<file path="config.mk">
export PLATFORM = sky130hd
export DESIGN_NAME = wwf_ctrl
export DESIGN_NICKNAME = d
export VERILOG_FILES = /design/src/rtl/wwf_pkg.sv /design/src/rtl/wwf_ctrl.sv
export SDC_FILE = /design/constraint.sdc
export NUM_CORES = 1
export LEC_CHECK = 0
export BUFFER_PORTS_ARGS = -buffer_cell sky130_fd_sc_hd__buf_2
export CORE_MARGIN = 1
export CORE_UTILIZATION = 51
export DETAILED_ROUTE_END_ITERATION = 8
export MAX_ROUTING_LAYER = met4
export PLACE_DENSITY = 0.83
export SLEW_MARGIN = 20
export SYNTH_ARGS = -nofsm -noshare
export SYNTH_HDL_FRONTEND = slang
export SYNTH_SLANG_ARGS = --single-unit
</file>
<file path="constraint.sdc">
create_clock -name clk -period 1.8 [get_ports clk]
set_input_delay 0.18 -clock clk [delete_from_list [all_inputs] [get_ports clk]]
set_output_delay 0.18 -clock clk [all_outputs]
set_load 0.01 [all_outputs]
</file>
<file path="src/rtl/wwf_pkg.sv">
// Package for the weighted window image filter: payload types and constants.
// Depends on nothing.
package wwf_pkg;
  localparam int unsigned CfgIdxW = 2;
  localparam int unsigned CfgDataW = 13;
  localparam logic [CfgIdxW-1:0] CFG_WIDTH  = 2'd0;
  localparam logic [CfgIdxW-1:0] CFG_HEIGHT = 2'd1;
  localparam logic [CfgIdxW-1:0] CFG_KERNEL = 2'd2;
  localparam logic MODE_PIXEL  = 1'b0;
  localparam logic MODE_WEIGHT = 1'b1;
  localparam int unsigned MaxHeight = 4096;

  typedef struct packed {
    logic              mode;
    logic [7:0]        red_in;
    logic [7:0]        green_in;
    logic [7:0]        blue_in;
    logic [7:0]        alpha_in;
    logic [4:0]        weight_index;
    logic signed [15:0] weight_value;
  } in_req_t;

  typedef struct packed {
    logic [10:0] out_col;
    logic [11:0] out_row;
    logic [7:0]  red_out;
    logic [7:0]  green_out;
    logic [7:0]  blue_out;
    logic [7:0]  alpha_out;
    logic        was_filtered;
    logic        last_of_run;
  } out_req_t;

  // Commands from the controller to the datapath.
  typedef struct packed {
    logic load;       // register the accepted request
    logic wt_write;   // apply a weight write
    logic px_fetch;   // fetch step (line store RAMs read continuously)
    logic px_shift;   // shift window, write line store
    logic sum_clr;    // start weight sum recompute
    logic sum_step;   // add one table entry to the sum
    logic mac_clr;    // clear accumulators
    logic mac_step;   // one window tap
    logic div_start;  // start dividers
    logic out_filt;   // present filtered result
    logic out_copy;   // present border copy
    logic out_last;   // last_of_run value for presented result
    logic pos_adv;    // advance the pixel counters
  } wwf_cmd_t;

  // Status from the datapath to the controller.
  typedef struct packed {
    logic is_weight;
    logic interior;   // pixel completes an interior window
    logic border;     // pixel itself is a border pixel
    logic tap_last;   // current tap is last of window
    logic sum_last;   // current sum index is last
    logic div_done;
  } wwf_sts_t;
endpackage

</file>
<file path="src/rtl/wwf_ctrl.sv">
// Controller state machine of the weighted window image filter.
// Depends on wwf_pkg.
module wwf_ctrl (
  input  logic              clk,
  input  logic              rst_n,
  input  logic              in_valid,
  output logic              in_ready,
  output logic              out_valid,
  input  logic              out_ready,
  input  logic              cfg_we,
  input  logic [wwf_pkg::CfgIdxW-1:0] cfg_idx,
  input  wwf_pkg::wwf_sts_t sts,
  output wwf_pkg::wwf_cmd_t cmd
);
  localparam logic [3:0] S_IDLE   = 4'd0;
  localparam logic [3:0] S_DEC    = 4'd1;
  localparam logic [3:0] S_FETCH  = 4'd2;
  localparam logic [3:0] S_SHIFT  = 4'd3;
  localparam logic [3:0] S_MAC    = 4'd4;
  localparam logic [3:0] S_DIV    = 4'd5;
  localparam logic [3:0] S_OUTF   = 4'd6;
  localparam logic [3:0] S_OUTC   = 4'd7;
  localparam logic [3:0] S_SUM    = 4'd8;
  localparam logic [3:0] S_WAIT   = 4'd9;
  localparam logic [3:0] S_DSTART = 4'd10;

  logic [3:0] state_r, state_nxt;
  logic       ovalid_r, ovalid_nxt;

  assign in_ready  = (state_r == S_IDLE) && !cfg_we;
  assign out_valid = ovalid_r;

  always_comb begin
    state_nxt  = state_r;
    ovalid_nxt = ovalid_r;
    cmd        = '0;
    unique case (state_r)
      S_IDLE: begin
        if (cfg_we) begin
          if (cfg_idx == wwf_pkg::CFG_KERNEL) begin
            cmd.sum_clr = 1'b1;
            state_nxt   = S_SUM;
          end
        end else if (in_valid) begin
          cmd.load  = 1'b1;
          state_nxt = S_DEC;
        end
      end
      S_SUM: begin
        cmd.sum_step = 1'b1;
        if (sts.sum_last) begin
          state_nxt = S_IDLE;
        end
      end
      S_DEC: begin
        if (sts.is_weight) begin
          cmd.wt_write = 1'b1;
          state_nxt    = S_IDLE;
        end else begin
          cmd.px_fetch = 1'b1;
          state_nxt    = S_FETCH;
        end
      end
      S_FETCH: begin
        state_nxt = S_SHIFT;
      end
      S_SHIFT: begin
        cmd.px_shift = 1'b1;
        cmd.mac_clr  = 1'b1;
        if (sts.interior) begin
          state_nxt = S_MAC;
        end else begin
          state_nxt = S_OUTC;
        end
      end
      S_MAC: begin
        cmd.mac_step = 1'b1;
        if (sts.tap_last) begin
          state_nxt = S_WAIT;
        end
      end
      S_WAIT: begin
        // The last product is still being added into the accumulators.
        state_nxt = S_DSTART;
      end
      S_DSTART: begin
        cmd.div_start = 1'b1;
        state_nxt     = S_DIV;
      end
      S_DIV: begin
        if (sts.div_done) begin
          cmd.out_filt = 1'b1;
          cmd.out_last = !sts.border;
          ovalid_nxt   = 1'b1;
          state_nxt    = S_OUTF;
        end
      end
      S_OUTF: begin
        if (out_ready) begin
          ovalid_nxt = 1'b0;
          if (sts.border) begin
            state_nxt = S_OUTC;
          end else begin
            cmd.pos_adv = 1'b1;
            state_nxt   = S_IDLE;
          end
        end
      end
      S_OUTC: begin
        if (!ovalid_r) begin
          if (sts.border) begin
            cmd.out_copy = 1'b1;
            cmd.out_last = 1'b1;
            ovalid_nxt   = 1'b1;
          end else begin
            cmd.pos_adv = 1'b1;
            state_nxt   = S_IDLE;
          end
        end else if (out_ready) begin
          ovalid_nxt  = 1'b0;
          cmd.pos_adv = 1'b1;
          state_nxt   = S_IDLE;
        end
      end
      default: state_nxt = S_IDLE;
    endcase
  end

  always_ff @(posedge clk) begin
    if (!rst_n) begin
      state_r  <= S_IDLE;
      ovalid_r <= 1'b0;
    end else begin
      state_r  <= state_nxt;
      ovalid_r <= ovalid_nxt;
    end
  end
endmodule

</file>
# After elaboration in Yosys (flattened, before gate mapping)

Index checks and enable logic that the tools add are counted.

Word-level logic and storage cells: 73
Input port bits: 13
Flip-flop bits (word level): 5
Output and inout bits: 15

Eq/ne operators: 19
Muxes and demuxes: 45
Reductions and logical operators: 7

Operator list:

| cell                                           | number |
|---|---|
| case mux 4 bit (11 select lines)               | 1 |
| two-way mux 4 bit                              | 10 |
| two-way mux 1 bit                              | 25 |
| == test 4 x 3 -> 1 bit (second input constant) | 4 |
| == test 4 bit (second input constant)          | 3 |
| two-way mux 2 bit                              | 5 |
| != test 3 bit (second input constant)          | 3 |
| == test 4 x 2 -> 1 bit (second input constant) | 2 |
| != test 2 bit (second input constant)          | 4 |
| AND reduction 8 bit                            | 1 |
| == test 4 x 1 -> 1 bit (second input constant) | 1 |
| logical NOT 4 bit                              | 1 |
| case mux 1 bit (2 select lines)                | 2 |
| two-way mux 3 bit                              | 1 |
| != test 3 x 2 -> 1 bit (second input constant) | 1 |
| case mux 1 bit (3 select lines)                | 1 |
| AND reduction 3 bit                            | 1 |
| nonzero test 3 bit                             | 1 |
| == test 2 bit (second input constant)          | 1 |
| logical NOT 1 bit                              | 2 |
| logical AND 1 bit                              | 1 |

# Depth between registers and ports, before layout

Gate-level depths: netlist of the first run.

Depth after elaboration: 4
Mapped depth: 6
Gate-level depth less buffers: 4

# Worst setup path after synthesis of the first run

No wires, ideal clock.

Kind: register to output
Start: reg state_r[1]
End: out cmd[1] (netlist bit)
Setup slack: 540 ps
Buffers on the path: 1
Arrival: 1080 ps
Stages on the path, launching flop included: 5
Required time: 1620 ps
Path through: dfxtp_1 > buf_6 > nand2b_1 > nor3_1 > a21o_1

RTL lines:

| what                   | line            | source |
|---|---|---|
| start, declared        | wwf_ctrl.sv:27  | `logic [3:0] state_r, state_nxt;` |
| start signal, assigned | wwf_ctrl.sv:134 | `state_r <= state_nxt;` |
| end, declared          | wwf_ctrl.sv:13  | `output wwf_pkg::wwf_cmd_t cmd` |

==> impl_metrics.json, run 1 <==
{
  "whs_ns": 0.235,
  "floorplan.io_pins": 28,
  "crit_buf_inv": 2,
  "rsz0062_at_grt": "no",
  "antenna_left": 0,
  "wl_um": 1670,
  "portBuffers": 27,
  "worst_pin_slew_ns": 0.378,
  "path_cells": "buf_4, nor2b_1, and3_1, buf_2",
  "cts_sinks": 5,
  "clock_latency_ns": 0.24,
  "fmax_mhz": 593,
  "syn_avg_cell_area_um2": 7.96,
  "tns_ns": 0,
  "antenna_found_initial": 0,
  "status": "complete, no violations",
  "fin_skew_ns": 0.00579,
  "power_per_cell_area_nw_per_um2": 1190,
  "netlist_instances": 88,
  "drtIter0Drc": 23,
  "initial_core_util_pct": 59.1,
  "path_clk_slew_ns": 0.05,
  "cap_violations": 0,
  "r2r_start": "state_r[1]$_SDFFE_PN0P_",
  "synthToLayoutAreaGrowth_pct": 19.6,
  "rrSetupSlack_ns": 0.29,
  "min_path_cells": 3,
  "arrival_ns": 1.51,
  "fp.dieH_um": 39.1,
  "numCtsBuffers": 3,
  "wl_per_cell_um": 13.0,
  "crit_slowest_cell": "dfxtp_1",
  "yosysSeqAreaShare_pct": 14.3,
  "ir_worst_vdd_v": 0.000686,
  "place_congestion": 0.859,
  "max_stage_delay_ns": 0.52,
  "finalHoldViolations": 0,
  "firstDrtPassIters": 5,
  "r2r_cells": 5,
  "min_to": "state_r[3]$_SDFFE_PN0P_",
  "slew_headroom_pct": 74.7,
  "post_route_cells_drive_above_1_share_pct": 40.0,
  "p_leak_nw": 0.382,
  "grt_pass1_wl_um": 2640,
  "yosysWarningCount": 0,
  "finalMaxSlewViolations": 0,
  "die_w_um": 39.1,
  "power.total_mw": 1.00,
  "final_common_cell": "buf_2",
  "antennaDiodeCount": 0,
  "drc": 0,
  "hold_path.class": "input port to flip-flop",
  "grt.total_usage_pct": 25.3,
  "overflow": 0,
  "cts_hold_buf": 0,
  "min_from": "sts[1]",
  "hpwl_um": 1310,
  "crit_path_end_kind": "output pin",
  "synth_area_um2": 701,
  "viasPerCell": 5.74,
  "row_count": 12,
  "synth_nets": 101,
  "fin_crit_ns": 1.69,
  "critPathKind": "flip-flop to output pin",
  "htreeDepth": 1,
  "rr_endpoint": "state_r[3]$_SDFFE_PN0P_",
  "clockRootBuffer": "clkbuf_4",
  "cpLargestDelayFamily": "flip-flops",
  "crit_required_ns": 1.62,
  "ys_ff_latch": 5,
  "final_cell_mix": "27 x buf_2, 9 x nor2_1, 8 x nand2_1",
  "vias": 741,
  "cts_tree": "built",
  "floorplan.die_area_um2": 1530,
  "fin_crit_sh_pct": 93.7,
  "nFillCells": 110,
  "coreArea_um2": 1190,
  "cp_max_fo": 10,
  "startpoint_type": "flip-flop",
  "ys_types": 41,
  "grt_max_degree": 17,
  "fin_nets": 129,
  "grt_pass1_vias": 640,
  "finalSetupViolCount": 0,
  "cts_buffer_depth": 2
}
## layer usage
layer / wire length (um) / track usage, % / vias to the layer above
li1: - / - / 375
met1: 755 / 32.5 / 334
met4: 0 / 0.862 / 0
met2: 823 / 42.9 / 32
met5: 0 / - / -
met3: 95 / 5.20 / 0
## synth_stat cells, drive strengths merged
cell	instances	area [um^2]
o31ai	1	12.5
a2111oi	1	27.5
mux2i	3	30.0
nor3b	5	53.8
a21o	1	7.51
and3	3	18.8
o21ai	5	25.0
nor2	10	40.0
o221ai	1	8.76
a21oi	5	28.8
or3	1	6.26
nor3	3	15.0
a311oi	1	8.76
nand2b	6	37.5
a211o	1	8.76
nor2b	2	12.5
nand2	8	30.0
or2b	1	7.51
nand4	1	21.3
nor4	2	12.5
or2	1	6.26
and4	1	8.76
nand3b	3	22.5
a32oi	1	8.76
a211oi	1	12.5
dfxtp	5	100
o211ai	1	7.51
o21bai	1	18.8
o2111ai	1	15.0
and2	1	6.26
buf	7	66.3
inv	4	15.0
## state kept, by name, indices dropped and copies added (netlist names)
signal / flops
out_valid: 1
state_r: 4
## repair_timing
action                                  in CTS  in global routing
resized for setup                            1                  1
endpoints found under the setup margin       1                  1
buffers inserted                             0                  0
## worst max-delay path by stage
stage / from / end / slack [ns] / cells after the start
after floorplan: state_r[1]$_SDFFE_PN0P_ / cmd[1] / 0.54 / 4
after global placement: state_r[3]$_SDFFE_PN0P_ / cmd[1] / 0.29 / 4
final: state_r[0]$_SDFFE_PN0P_ / cmd[11] / 0.11 / 4
after CTS: state_r[0]$_SDFFE_PN0P_ / cmd[11] / 0.12 / 4
after global routing: state_r[0]$_SDFFE_PN0P_ / cmd[11] / 0.008 / 4
after detailed placement: state_r[3]$_SDFFE_PN0P_ / cmd[1] / 0.25 / 4
## worst register-to-register path: stages, from the launching register on
cell     delay (ns)
dfxtp_1        0.54
buf_4          0.25
nor2_1         0.06
o21ai_1        0.14
nand4_4        0.17
o31ai_2        0.26
## logic make-up after synthesis
kind of cell | share of synthesized area, %
flops | 14.3
buf+inv | 11.6
compound gates | 27.1
simple gates | 42.7
mux | 4.29
## layout make-up
type                            count  area (um^2)  area share, %
Multi-Input combinational cell     72          519           61.9
Timing Repair Buffer               30          158           18.8
Sequential cell                     5          103           12.2
Clock buffer                        4         26.3           3.13
Tap cell                           14         17.5           2.09
Inverter                            4         15.0           1.79
## stage by stage
step / util, % / cells / setup WS (ns) / instance area [um^2]
after floorplan: - / 88 / 0.540 / 701
after global routing: 70.7 / 129 / 0.00765 / 838
after CTS: 70.6 / 129 / 0.116 / 837
final: 70.7 / 129 / 0.113 / 838
after detailed placement: 68.2 / 125 / 0.253 / 810
after global placement: 68.2 / 125 / 0.293 / 810
## power by group
part	switching (mW)	leakage (nW)	internal, mW	total [mW]
Clock	0.0469	0.0150	0.0839	0.131
Sequential	0.0986	0.0416	0.144	0.243
Combinational	0.335	0.325	0.293	0.628
Note: power is estimated with default switching activity, not from simulation.
==> run 2, diff against run 1 <==
CAP_MARGIN = 0   (was unset)
CORE_MARGIN = unset   (was 1)
CORE_UTILIZATION = 33   (was 51)
PLACE_DENSITY = 0.57   (was 0.83)
==> impl_metrics.json, run 2 (synthesis results as in run 1) <==
{
  "cp_max_fo": 12,
  "hpwl_um": 1360,
  "finalNonFillerCells": 144,
  "final_common_cell": "buf_2",
  "cts_tree": "built",
  "fin_crit_sh_pct": 91.8,
  "fp.dieH_um": 48.1,
  "drtIter0Drc": 16,
  "hold_path.class": "input port to flip-flop",
  "die_w_um": 48.1,
  "synthToLayoutAreaGrowth_pct": 24.5,
  "row_count": 16,
  "floorplan.die_area_um2": 2310,
  "firstDrtPassIters": 4,
  "antenna_left": 0,
  "grt.total_usage_pct": 16.1,
  "clockRootBuffer": "clkbuf_4",
  "place_area_um2": 841,
  "path_clk_slew_ns": 0.05,
  "cts_hold_buf": 0,
  "viasPerCell": 5.04,
  "switchingPower_mw": 0.477,
  "internal-power_mw": 0.540,
  "power.total_mw": 1.02,
  "final_cell_mix": "27 x buf_2, 9 x nor2_1, 8 x nand2_1",
  "post_route_cells_drive_above_1_share_pct": 42.7,
  "cap_violations": 0,
  "power.share.clock_pct": 12.4,
  "crit_path_end_kind": "output pin",
  "clock_latency_ns": 0.24,
  "worst_pin_slew_ns": 0.382,
  "finalMaxSlewViolations": 0,
  "coreArea_um2": 1980,
  "place_congestion": 0.832,
  "wl_um": 1670,
  "fin_nets": 131,
  "netSwitchingFraction_pct": 46.9,
  "grt_pass1_wl_um": 2560,
  "antenna_found_initial": 0,
  "numCtsBuffers": 3,
  "path_cells": "buf_4, nor2b_1, and3_1, buf_2",
  "post-route-util_pct": 44.0,
  "finalSetupViolCount": 0,
  "htreeDepth": 1,
  "cts_buffer_depth": 2,
  "slew_headroom_pct": 74.5,
  "power_per_cell_area_nw_per_um2": 1170,
  "fin_skew_ns": 0.00278,
  "wl_per_cell_um": 11.6,
  "antennaDiodeCount": 0,
  "fin_crit_ns": 1.65,
  "floorplan.io_pins": 28,
  "cts_sinks": 5,
  "largest_register_ffs": 4,
  "vias": 726,
  "critPathKind": "flip-flop to output pin",
  "largest-register": "state_r",
  "finalHoldViolations": 0,
  "ir_worst_vdd_v": 0.000519,
  "max_stage_delay_ns": 0.54,
  "final_area_um2": 872,
  "tns_ns": 0,
  "pwr-share-seq_pct": 24.0,
  "fmax_mhz": 605,
  "arrival_ns": 1.47,
  "portBuffers": 27,
  "crit_slowest_cell": "dfxtp_1",
  "rsz0062_at_grt": "no",
  "grt_pass1_vias": 591,
  "overflow": 0,
  "p_leak_nw": 0.396,
  "status": "complete, no violations",
  "initial_core_util_pct": 35.4,
  "dpl.cell_count": 140,
  "startpoint_type": "flip-flop",
  "pwr-share-comb_pct": 63.6,
  "grt_max_degree": 15,
  "crit_required_ns": 1.62,
  "drc": 0
}
## run 2: cell count changes in the layout (fill, tap and decap cells not counted), sizes merged
cell,change
clkbuf,-1
clkinv,+1
buf,+2
## run 2: power groups by stage
stage / Sequential, mW / Combinational (mW) / Clock (mW)
floorplan: 0.167 / 0.592 / 0
global placement: 0.243 / 0.648 / 0
detailed placement: 0.240 / 0.648 / 0
CTS: 0.239 / 0.651 / 0.130
global route: 0.257 / 0.708 / 0.138
finish: 0.244 / 0.647 / 0.126
## run 2: worst max-delay path: cells and delay by family (launching register included)
kind                   cells  cell delay, ns
and+or+nand+nor            2            0.32
buffers and inverters      2            0.36
DFF                        1            0.54
## run 2: worst paths after layout
kind | start | cells past startpoint | slack (ns) | endpoint
hold / removal | rst_n | 3 | 0.24 | out_valid$_SDFFE_PN0P_
hold reg to reg | out_valid$_SDFFE_PN0P_ | 2 | 0.54 | out_valid$_SDFFE_PN0P_
setup / recovery | state_r[0]$_SDFFE_PN0P_ | 4 | 0.15 | cmd[11]
setup reg to reg | state_r[0]$_SDFFE_PN0P_ | 5 | 0.31 | state_r[3]$_SDFFE_PN0P_
## run 2: layout make-up
type | count | area, um^2
repair buffers | 32 | 173
fillers | 201 | 1110
clock buffers | 3 | 22.5
clock inverters | 1 | 5.00
inverters | 4 | 15.0
well taps | 27 | 33.8
multi-input cells | 72 | 519
flip-flops and latches | 5 | 104
## run 2: stage by stage
step | worst slack (ns) | hold WS (ns)
floorplan | 0.540 | 0.304
global placement | 0.265 | 0.491
detailed placement | 0.236 | 0.489
CTS | 0.0137 | 0.240
global route | 0.0431 | 0.253
finish | 0.147 | 0.241
## run 2: what timing repair did
item / CTS / global route
endpoints found under the setup margin: 0 / 3
resized for setup: 0 / 3
buffers inserted: 0 / 0
endpoints found under the hold margin: 0 / 0
## run 2: routing by layer
| layer | global-route usage [%] | wire [um] | vias to the layer above |
|---|---|---|---|
| li1 | - | - | 378 |
| met1 | 22.2 | 807 | 324 |
| met2 | 26.5 | 759 | 24 |
| met3 | 2.26 | 107 | 0 |
| met4 | 0 | 0 | 0 |
| met5 | - | 0 | - |
